--- config.mk ---
export PLATFORM = sky130hd
export DESIGN_NAME = msk_ctrl
export DESIGN_NICKNAME = d
export VERILOG_FILES = /design/src/sv/msk_pkg.sv /design/src/sv/msk_ctrl.sv
export SDC_FILE = /design/constraint.sdc
export NUM_CORES = 1
export LEC_CHECK = 0
export ABC_AREA = 1
export ABC_CLOCK_PERIOD_IN_PS = 2000
export BUFFER_PORTS_ARGS = -buffer_cell sky130_fd_sc_hd__buf_2
export CELL_PAD_IN_SITES_DETAIL_PLACEMENT = 1
export CELL_PAD_IN_SITES_GLOBAL_PLACEMENT = 1
export CORE_AREA = 2 2 39 41
export DETAILED_ROUTE_END_ITERATION = 10
export DIE_AREA = 0 0 41 43
export PLACE_DENSITY_LB_ADDON = 0.1
export REMOVE_ABC_BUFFERS = 1
export SYNTH_ARGS = -nofsm -noshare
export SYNTH_HDL_FRONTEND = slang
export SYNTH_SLANG_ARGS = --single-unit
--- constraint.sdc ---
create_clock -name clk -period 2 [get_ports clk]
set_clock_uncertainty 0.1 [all_clocks]
set_input_delay 0.2 -clock clk [delete_from_list [all_inputs] [get_ports clk]]
set_output_delay 0.2 -clock clk [all_outputs]
set_load 0.005 [all_outputs]
--- src/sv/msk_pkg.sv ---
// Shared constants, codes and item types for the running-minimum stack.
`default_nettype none
package msk_pkg;
	// Storage geometry
	localparam int STACK_DEPTH = 256;
	localparam int VALUE_WIDTH = 32;
	localparam int ADDR_W      = $clog2(STACK_DEPTH);
	localparam int COUNT_W     = $clog2(STACK_DEPTH + 1);

	// Operation codes
	localparam logic [1:0] OP_PUSH = 2'd0;
	localparam logic [1:0] OP_POP  = 2'd1;
	localparam logic [1:0] OP_READ = 2'd2;

	// Error codes
	localparam logic [1:0] ERR_OK        = 2'd0;
	localparam logic [1:0] ERR_EMPTY_POP = 2'd1;
	localparam logic [1:0] ERR_FULL_PUSH = 2'd2;

	// Request item
	typedef struct packed {
		logic        [1:0]             operation;
		logic signed [VALUE_WIDTH-1:0] push_value;
	} in_item_t;

	// Result item
	typedef struct packed {
		logic signed [VALUE_WIDTH-1:0] top_value;
		logic signed [VALUE_WIDTH-1:0] min_value;
		logic        [COUNT_W-1:0]     entry_count;
		logic                          is_empty;
		logic        [1:0]             error_code;
	} out_item_t;

	// One stack entry: value and minimum at or below its level
	typedef struct packed {
		logic signed [VALUE_WIDTH-1:0] value;
		logic signed [VALUE_WIDTH-1:0] minimum;
	} entry_t;

	// Commands from controller to datapath
	typedef struct packed {
		logic       push_en;    // write entry, raise count
		logic       pop_en;     // lower count
		logic       fetch_en;   // read the entry that becomes the new top
		logic       refill_en;  // load cached top from read data
		logic       result_en;  // capture the result item
		logic [1:0] err;
	} ctrl_cmd_t;

	// Status from datapath to controller
	typedef struct packed {
		logic empty;
		logic full;
		logic single;
	} dp_status_t;

	// Controller states
	typedef enum logic [1:0] {
		ST_IDLE = 2'b01,
		ST_FILL = 2'b10
	} ctrl_state_t;
endpackage
`default_nettype wire

--- src/sv/msk_ctrl.sv ---
// Controller: handshakes, operation decode and the pop refill sequence.
`default_nettype none
module msk_ctrl (
	input  wire logic                  clk,
	input  wire logic                  arst_n,
	input  wire logic                  in_valid,
	output logic                       in_ready,
	input  wire logic [1:0]            operation,
	output logic                       out_valid,
	input  wire logic                  out_ready,
	input  wire msk_pkg::dp_status_t   status,
	output msk_pkg::ctrl_cmd_t         cmd
);
	msk_pkg::ctrl_state_t state_q, state_d;
	logic out_valid_q;
	logic accept;

	// Take an item only when idle and the result register is free or draining
	assign in_ready  = (state_q == msk_pkg::ST_IDLE) && (!out_valid_q || out_ready);
	assign accept    = in_valid && in_ready;
	assign out_valid = out_valid_q;

	// Decode and sequencing
	always_comb begin
		cmd     = '0;
		cmd.err = msk_pkg::ERR_OK;
		state_d = state_q;
		case (state_q)
			msk_pkg::ST_IDLE: begin
				if (accept) begin
					cmd.result_en = 1'b1;
					if (operation == msk_pkg::OP_PUSH) begin
						if (status.full) begin
							cmd.err = msk_pkg::ERR_FULL_PUSH;
						end else begin
							cmd.push_en = 1'b1;
						end
					end else if (operation == msk_pkg::OP_POP) begin
						if (status.empty) begin
							cmd.err = msk_pkg::ERR_EMPTY_POP;
						end else begin
							cmd.pop_en = 1'b1;
							if (!status.single) begin
								// new top lives in memory: result waits for the refill in ST_FILL
								cmd.fetch_en  = 1'b1;
								cmd.result_en = 1'b0;
								state_d       = msk_pkg::ST_FILL;
							end
						end
					end
				end
			end
			msk_pkg::ST_FILL: begin
				cmd.refill_en = 1'b1;
				cmd.result_en = 1'b1;
				state_d       = msk_pkg::ST_IDLE;
			end
			default: begin
				state_d = msk_pkg::ST_IDLE;
			end
		endcase
	end

	// State and result-valid registers
	always_ff @(posedge clk or negedge arst_n) begin
		if (!arst_n) begin
			state_q     <= msk_pkg::ST_IDLE;
			out_valid_q <= 1'b0;
		end else begin
			state_q <= state_d;
			if (cmd.result_en) begin
				out_valid_q <= 1'b1;
			end else if (out_ready) begin
				out_valid_q <= 1'b0;
			end
		end
	end
endmodule
`default_nettype wire

==> results of run 1 <==
[through the flow]
step	hold WS, ps	cells	total power, mW
3_5_place_dp	-103.7	65	0.3311
2_1_floorplan	-195.6	32	0.2478
6_report	183.0	70	0.4299
4_1_cts	177.1	70	0.4430
3_3_place_gp	-105.1	65	0.3243
5_1_grt	211.3	70	0.4769
[cell usage in the layout, fill, tap and decap left out, types with 2 or more instances in the layout]
master,n
nor4_1,3
nand3_2,2
inv_1,6
ha_1,2
dfrtp_1,2
clkbuf_4,3
buf_2,17
nor2_1,2
nand2_1,5
inv_2,3
[logic make-up after synthesis]
group,synth area share [%]
fa+ha+maj,9.949
simple gates,35.33
compound gates,10.95
buf+inv,13.43
flops,30.35
[worst max-delay path, stage by stage, from the launching register on]
cell and delay (ps):
dfstp_2 520, ha_1 210, nand3_2 170, nor4_1 190
buf_2 160
[metal layers]
layer	part of all wire (%)	vias to the layer above	global-route usage [%]
met4	0	0	8.000
met1	43	131	12.58
met2	52	6	11.56
met3	5.1	0	3.665
li1	-	146	-
met5	0	-	0
[power by group through the flow]
| stage | registers, mW | clock network, mW | logic (mW) |
|---|---|---|---|
| 6_report | 0.109 | 0.105 | 0.216 |
| 5_1_grt | 0.114 | 0.113 | 0.250 |
| 4_1_cts | 0.109 | 0.111 | 0.223 |
| 3_5_place_dp | 0.110 | 0 | 0.221 |
| 3_3_place_gp | 0.110 | 0 | 0.215 |
| 2_1_floorplan | 0.108 | 0 | 0.139 |
[layout make-up]
type	instances	area [sq um]	share of cell area, %
Inverter	9	33.78	8.599
Clock buffer	4	26.28	6.688
Sequential cell	3	76.32	19.43
Timing Repair Buffer	18	95.09	24.20
Multi-Input combinational cell	20	141.4	35.99
Tap cell	16	20.02	5.096
[state kept, by name, indices dropped and copies added, names as in the netlist]
| name | cells |
|---|---|
| out_valid | 1 |
| state_q | 2 |
[final timing paths]
kind	startpoint	endpoint	slack, ps	depth (start not counted)
max	state_q[0]	cmd[6]	220	4
max in group asynchronous	arst_n	state_q[0]	1430	2
min in group clk	out_ready	out_valid	190	4
min	arst_n	state_q[1]	180	2
max reg2reg	state_q[0]	out_valid	670	7
min reg2reg	state_q[0]	state_q[0]	410	2
==> summary.txt, run 1 <==
Cells and area
  – Final net count: 66
  – Layout cells sized above 1: 55.56%
  – Final core utilization: 28.39%
  – Area grow syn2layout: 56.22%
  – Filler instances: 186
  – Final Instance Area: 392.9 sq um
  – Diodes inserted: 0

Critical path
  – Worst EP required: 1700 ps
  – WS Path Type: reg -> out
  – Worst EP arrival: 1480 ps
  – Setup crit start kind: flip-flop
  – Max FO, Critical Path: 6
  – CP Capture Type: primary output

STA
  – Setup TNS: 0 ps
  – Worst-Margin Slew: 205.8 ps
  – Final Hold Fails: 0
  – Post-route setup slack: 219.4 ps
  – Min cycle time layout: 1781 ps
  – Maximum clock frequency: 561.6 MHz
  – Max-slew violations: 0
  – Setup-failing EPs final: 0
  – Slew HR: 86.16%
  – RSZ-0062 raised after global routing: no
  – Crit share post-route: 89.03%

Clocking
  – Max Buffers Root-to-Sink: 2
  – Worst-skew pair later-pin latency: 230 ps
  – Clk slew on worst S/H paths: 40 ps
  – H-tree levels: 1
  – Sink Count: 3
  – TritonCTS clock tree: done
  – Hold buffers post-CTS: 1
  – CTS root buffer: clkbuf_4
  – CTS resizes: 0
  – CTS Buf Count: 3
  – Post-CTS setup buffer count: 0

Yosys
  – Synthesized area: 251.5 sq um
  – Post-synth EDFFs: 0
  – Mapped Cells: 32
  – Syn_area_per_cell: 7.859 sq um
  – Synth top area cells: dfrtp_1 20%, dfstp_2 10%, ha_1 10%
  – Top cells by count, synth: 6 x inv_1, 5 x nand2_1, 3 x inv_2, 3 x nor4_1
  – Sequential share of the synthesized area: 30.35%
  – #FFs+latches synth: 3
  – Yosys warning count: 0
  – Most numerous cell in the Yosys netlist: inv_1
  – Unique cell type count in the Yosys netlist: 15
  – Fraction of registers with async set/reset: 100.0%
  – Largest area contributor in the netlist: dfrtp_1
  – Synth Flop Type: dfrtp_1
  – Post-synth top area share: 19.90%

Floorplanning
  – Height of the die: 43 um
  – Die ar.: 0.001763 sq mm
  – Site row count: 14
  – Starting Density: 18.17%
  – I/O pins: 18
  – Die W: 41 um
  – Core area: 0.001384 sq mm

Placed design
  – Post-DP Area: 356.6 sq um
  – Pre-CTS setup slack: 450.2 ps
  – Input/output buffers: 17
  – Placer Congestion: 0.7370
  – DP Wirelength: 574.3 um

Route
  – Post-DRT Antenna Nets: 0
  – Average wire per standard cell: 9.543 um
  – Detailed Route WL: 668 um
  – Avg Vias per Cell: 4.043
  – Initial DRC count: 1
  – First-pass DRT Iterations: 2
  – Vias: 283
  – DRC: 0

Power
  – Switching pwr: 0.1730 mW
  – Net Sw Frac: 40.25%
  – Peak supply drop: 343.4 uV
  – Int Pwr: 0.2569 mW
  – Power density cells: 1094 mW/mm^2
  – Leak Pwr: 0.2311 nW
  – Reg power frac: 25.3%
  – Comb pwr share: 50.3%
  – Clock share of power: 24.4%

GRT
  – Initial antenna violation count: 0
  – GRT Util Overall: 9.548%
  – First-pass GRT wire length: 1.097 mm
  – Vias in the first global route: 277
  – Total grt overflow: 0
  – Pin count of the biggest net entering global routing: 7

Min path
  – Hold crit path type: in -> async

Job
  – Max cap viols: 0

Status
  – Status: finished clean
Note: power is estimated with default switching activity, not from simulation.
==> run 2, diff against run 1 <==
--- a/config.mk
+++ b/config.mk
@@ -5,9 +5,9 @@
 export SDC_FILE = /design/constraint.sdc
 export NUM_CORES = 1
 export LEC_CHECK = 0
-export ABC_AREA = 1
 export ABC_CLOCK_PERIOD_IN_PS = 2000
 export BUFFER_PORTS_ARGS = -buffer_cell sky130_fd_sc_hd__buf_2
+export CAP_MARGIN = 20
 export CELL_PAD_IN_SITES_DETAIL_PLACEMENT = 1
 export CELL_PAD_IN_SITES_GLOBAL_PLACEMENT = 1
 export CORE_AREA = 2 2 39 41
==> summary.txt, run 2 <==
Cells and area
  – Register Area: 76.32 sq um (unchanged)
  – Diodes inserted: 0 (unchanged)
  – Most common cell after layout, fill and taps aside: buf_2 (unchanged)
  – Most frequent cells in the layout: 17 x buf_2, 4 x inv_1, 3 x nor4_1, 3 x clkbuf_4, 2 x dfrtp_1 (was 17 x buf_2, 6 x inv_1, 5 x nand2_1)
  – Final core utilization: 27.49% (was 28.39%)
  – Filler instances: 173 (was 186)
  – Final Instance Area: 380.4 sq um (was 392.9 sq um)
  – Max reg flops: 2 (unchanged)
  – Layout cells sized above 1: 56.52% (was 55.56%)
  – Post-Layout Cell Count: 62 (was 70)
  – Multi-input logic area: 147.6 sq um (was 141.4 sq um)
  – Final net count: 58 (was 66)
  – Top reg by flops: state_q (unchanged)
  – Area grow syn2layout: 60.85% (was 56.22%)

Floorplanning
  – Starting Density: 17.09% (was 18.17%)
  – Height of the die: 43 um (unchanged)
  – Core area: 0.001384 sq mm (unchanged)
  – Die ar.: 0.001763 sq mm (unchanged)
  – I/O pins: 18 (unchanged)
  – Die W: 41 um (unchanged)
  – Site row count: 14 (unchanged)

STA
  – Min Hold Slack: 184.7 ps (was 183.0 ps)
  – Setup-failing EPs final: 0 (unchanged)
  – Maximum clock frequency: 535.8 MHz (was 561.6 MHz)
  – Max-slew violations: 0 (unchanged)
  – Final Hold Fails: 0 (unchanged)
  – RSZ-0062 raised after global routing: no (unchanged)
  – Worst-Margin Slew: 226.2 ps (was 205.8 ps)
  – Setup TNS: 0 ps (unchanged)
  – Min cycle time layout: 1866 ps (was 1781 ps)
  – Slew HR: 84.70% (was 86.16%)
  – Crit share post-route: 93.31% (was 89.03%)
  – Post-route setup slack: 133.8 ps (was 219.4 ps)

GRT
  – Pin count of the biggest net entering global routing: 7 (unchanged)
  – GRT Util Overall: 8.048% (was 9.548%)
  – Vias in the first global route: 244 (was 277)
  – First-pass GRT wire length: 945 um (was 1.097 mm)
  – Total grt overflow: 0 (unchanged)
  – Initial antenna violation count: 0 (unchanged)

Critical path
  – Worst EP arrival: 1570 ps (was 1480 ps)
  – Max incr delay on CP: 520 ps (about the same)
  – Cell Chain, Critical Path: ha_2, nand3_1, nor4b_1, buf_2 (was ha_1, nand3_2, nor4_1, buf_2)
  – WS Path Type: reg -> out (unchanged)
  – CP Capture Type: primary output (unchanged)
  – Slowest CP cell: dfstp_2 (unchanged)
  – Setup crit start kind: flip-flop (unchanged)
  – Worst EP required: 1700 ps (about the same)
  – Max FO, Critical Path: 6 (unchanged)

Power
  – Peak supply drop: 427.4 uV (was 343.4 uV)
  – Power density cells: 1098 mW/mm^2 (was 1094 mW/mm^2)
  – Leak Pwr: 0.2059 nW (was 0.2311 nW)
  – Tot Pwr: 0.4176 mW (was 0.4299 mW)

Clocking
  – Worst-skew pair later-pin latency: 230 ps (about the same)
  – TritonCTS clock tree: done (unchanged)
  – H-tree levels: 1 (unchanged)
  – Max Buffers Root-to-Sink: 2 (unchanged)
  – CTS root buffer: clkbuf_4 (unchanged)
  – Sink Count: 3 (unchanged)
  – CTS Buf Count: 3 (unchanged)
  – Clk slew on worst S/H paths: 40 ps (about the same)

Min path
  – Hold crit path type: in -> async (unchanged)

Route
  – Detailed Route WL: 654 um (was 668 um)
  – Initial DRC count: 7 (was 1)
  – Vias: 271 (was 283)
  – Avg Vias per Cell: 4.371 (was 4.043)
  – First-pass DRT Iterations: 3 (was 2)
  – Post-DRT Antenna Nets: 0 (unchanged)
  – DRC: 0 (unchanged)
  – Average wire per standard cell: 10.55 um (was 9.543 um)

Yosys
  – Synthesized area: 236.5 sq um (was 251.5 sq um)
  – Yosys warning count: 0 (unchanged)
  – Syn_area_per_cell: 9.853 sq um (was 7.859 sq um)
  – Mapped Cells: 24 (was 32)
  – #FFs+latches synth: 3 (unchanged)
  – Post-synth EDFFs: 0 (unchanged)
  – Synth Flop Type: dfrtp_1 (unchanged)
  – Synth top area cells: dfrtp_1 21%, dfstp_2 11%, ha_1 11% (was dfrtp_1 20%, dfstp_2 10%, ha_1 10%)
  – Top cells by count, synth: 4 x inv_1, 3 x nor4_1, 2 x dfrtp_1, 2 x ha_1 (was 6 x inv_1, 5 x nand2_1, 3 x inv_2, 3 x nor4_1)
  – Sequential share of the synthesized area: 32.28% (was 30.35%)
  – Unique cell type count in the Yosys netlist: 17 (was 15)
  – Most numerous cell in the Yosys netlist: inv_1 (unchanged)
  – Post-synth top area share: 21.16% (was 19.90%)
  – Fraction of registers with async set/reset: 100.0% (unchanged)
  – Largest area contributor in the netlist: dfrtp_1 (unchanged)

Placed design
  – Input/output buffers: 17 (unchanged)
  – DP Wirelength: 581.1 um (was 574.3 um)
  – Placer Congestion: 0.6194 (was 0.7370)
  – Inst Count DP: 57 (was 65)
  – Post-DP Area: 341.6 sq um (was 356.6 sq um)
  – Pre-CTS setup slack: 299.6 ps (was 450.2 ps)

Status
  – Status: finished clean (unchanged)

Job
  – Max cap viols: 0 (unchanged)
-- run 2: changes by cell type after synthesis, moves of 2 or more --
cell and change:
nand2_1 -4, nand3_2 -2, inv_2 -3, inv_1 -2
-- run 2: power breakdown --
part | internal (mW) | switching [mW] | leakage [nW]
Sequential | 0.0903 | 0.0170 | 0.0362
Combinational | 0.100 | 0.107 | 0.155
Clock | 0.0746 | 0.0289 | 0.0150
-- run 2: critical path: cells and delay by family (launching register included) --
| family | cells | cell delay (ps) |
|---|---|---|
| and+or+nand+nor | 2 | 430 |
| buffers and inverters | 1 | 160 |
| DFF | 1 | 520 |
| adders and majority gates | 1 | 230 |
-- run 2: area by class of cell --
cell class	instances	share of cell area (%)
Inverter	4	3.947
Timing Repair Buffer	18	25.00
Sequential cell	3	20.07
Clock buffer	4	6.908
Tap cell	16	5.263
Multi-Input combinational cell	17	38.82
-- run 2: path summary, 6_finish.rpt --
path / startpoint / to / slack [ps] / cells past startpoint
setup / recovery: state_q[0] / cmd[1] / 130 / 4
hold / removal: arst_n / out_valid / 180 / 2
setup reg to reg: state_q[0] / state_q[0] / 600 / 4
hold reg to reg: state_q[1] / state_q[1] / 440 / 1
max in group asynchronous: arst_n / state_q[0] / 1420 / 2
min in group clk: in_valid / out_valid / 280 / 3
-- run 2: metal layers --
metal | track usage [%] | share of wire, % | vias up
met2 | 12.19 | 53 | 9
met4 | 2.000 | 0 | 0
met1 | 9.385 | 42 | 129
met5 | 0 | 0 | -
met3 | 4.712 | 4.6 | 0
li1 | - | - | 133
-- run 2: what timing repair did --
action                                 4_1_cts  5_1_grt
setup endpoints to repair                    0        1
endpoints found under the hold margin        3        0
gates resized for setup                      0        1
hold buffers                                 1        0
setup buffers                                0        0
-- run 2: cell families after synthesis --
group / count (synthesis) / synth area share (%)
compound gates: 4 / 14.81
flops: 3 / 32.28
fa+ha+maj: 2 / 10.58
buf+inv: 4 / 6.347
simple gates: 11 / 35.98
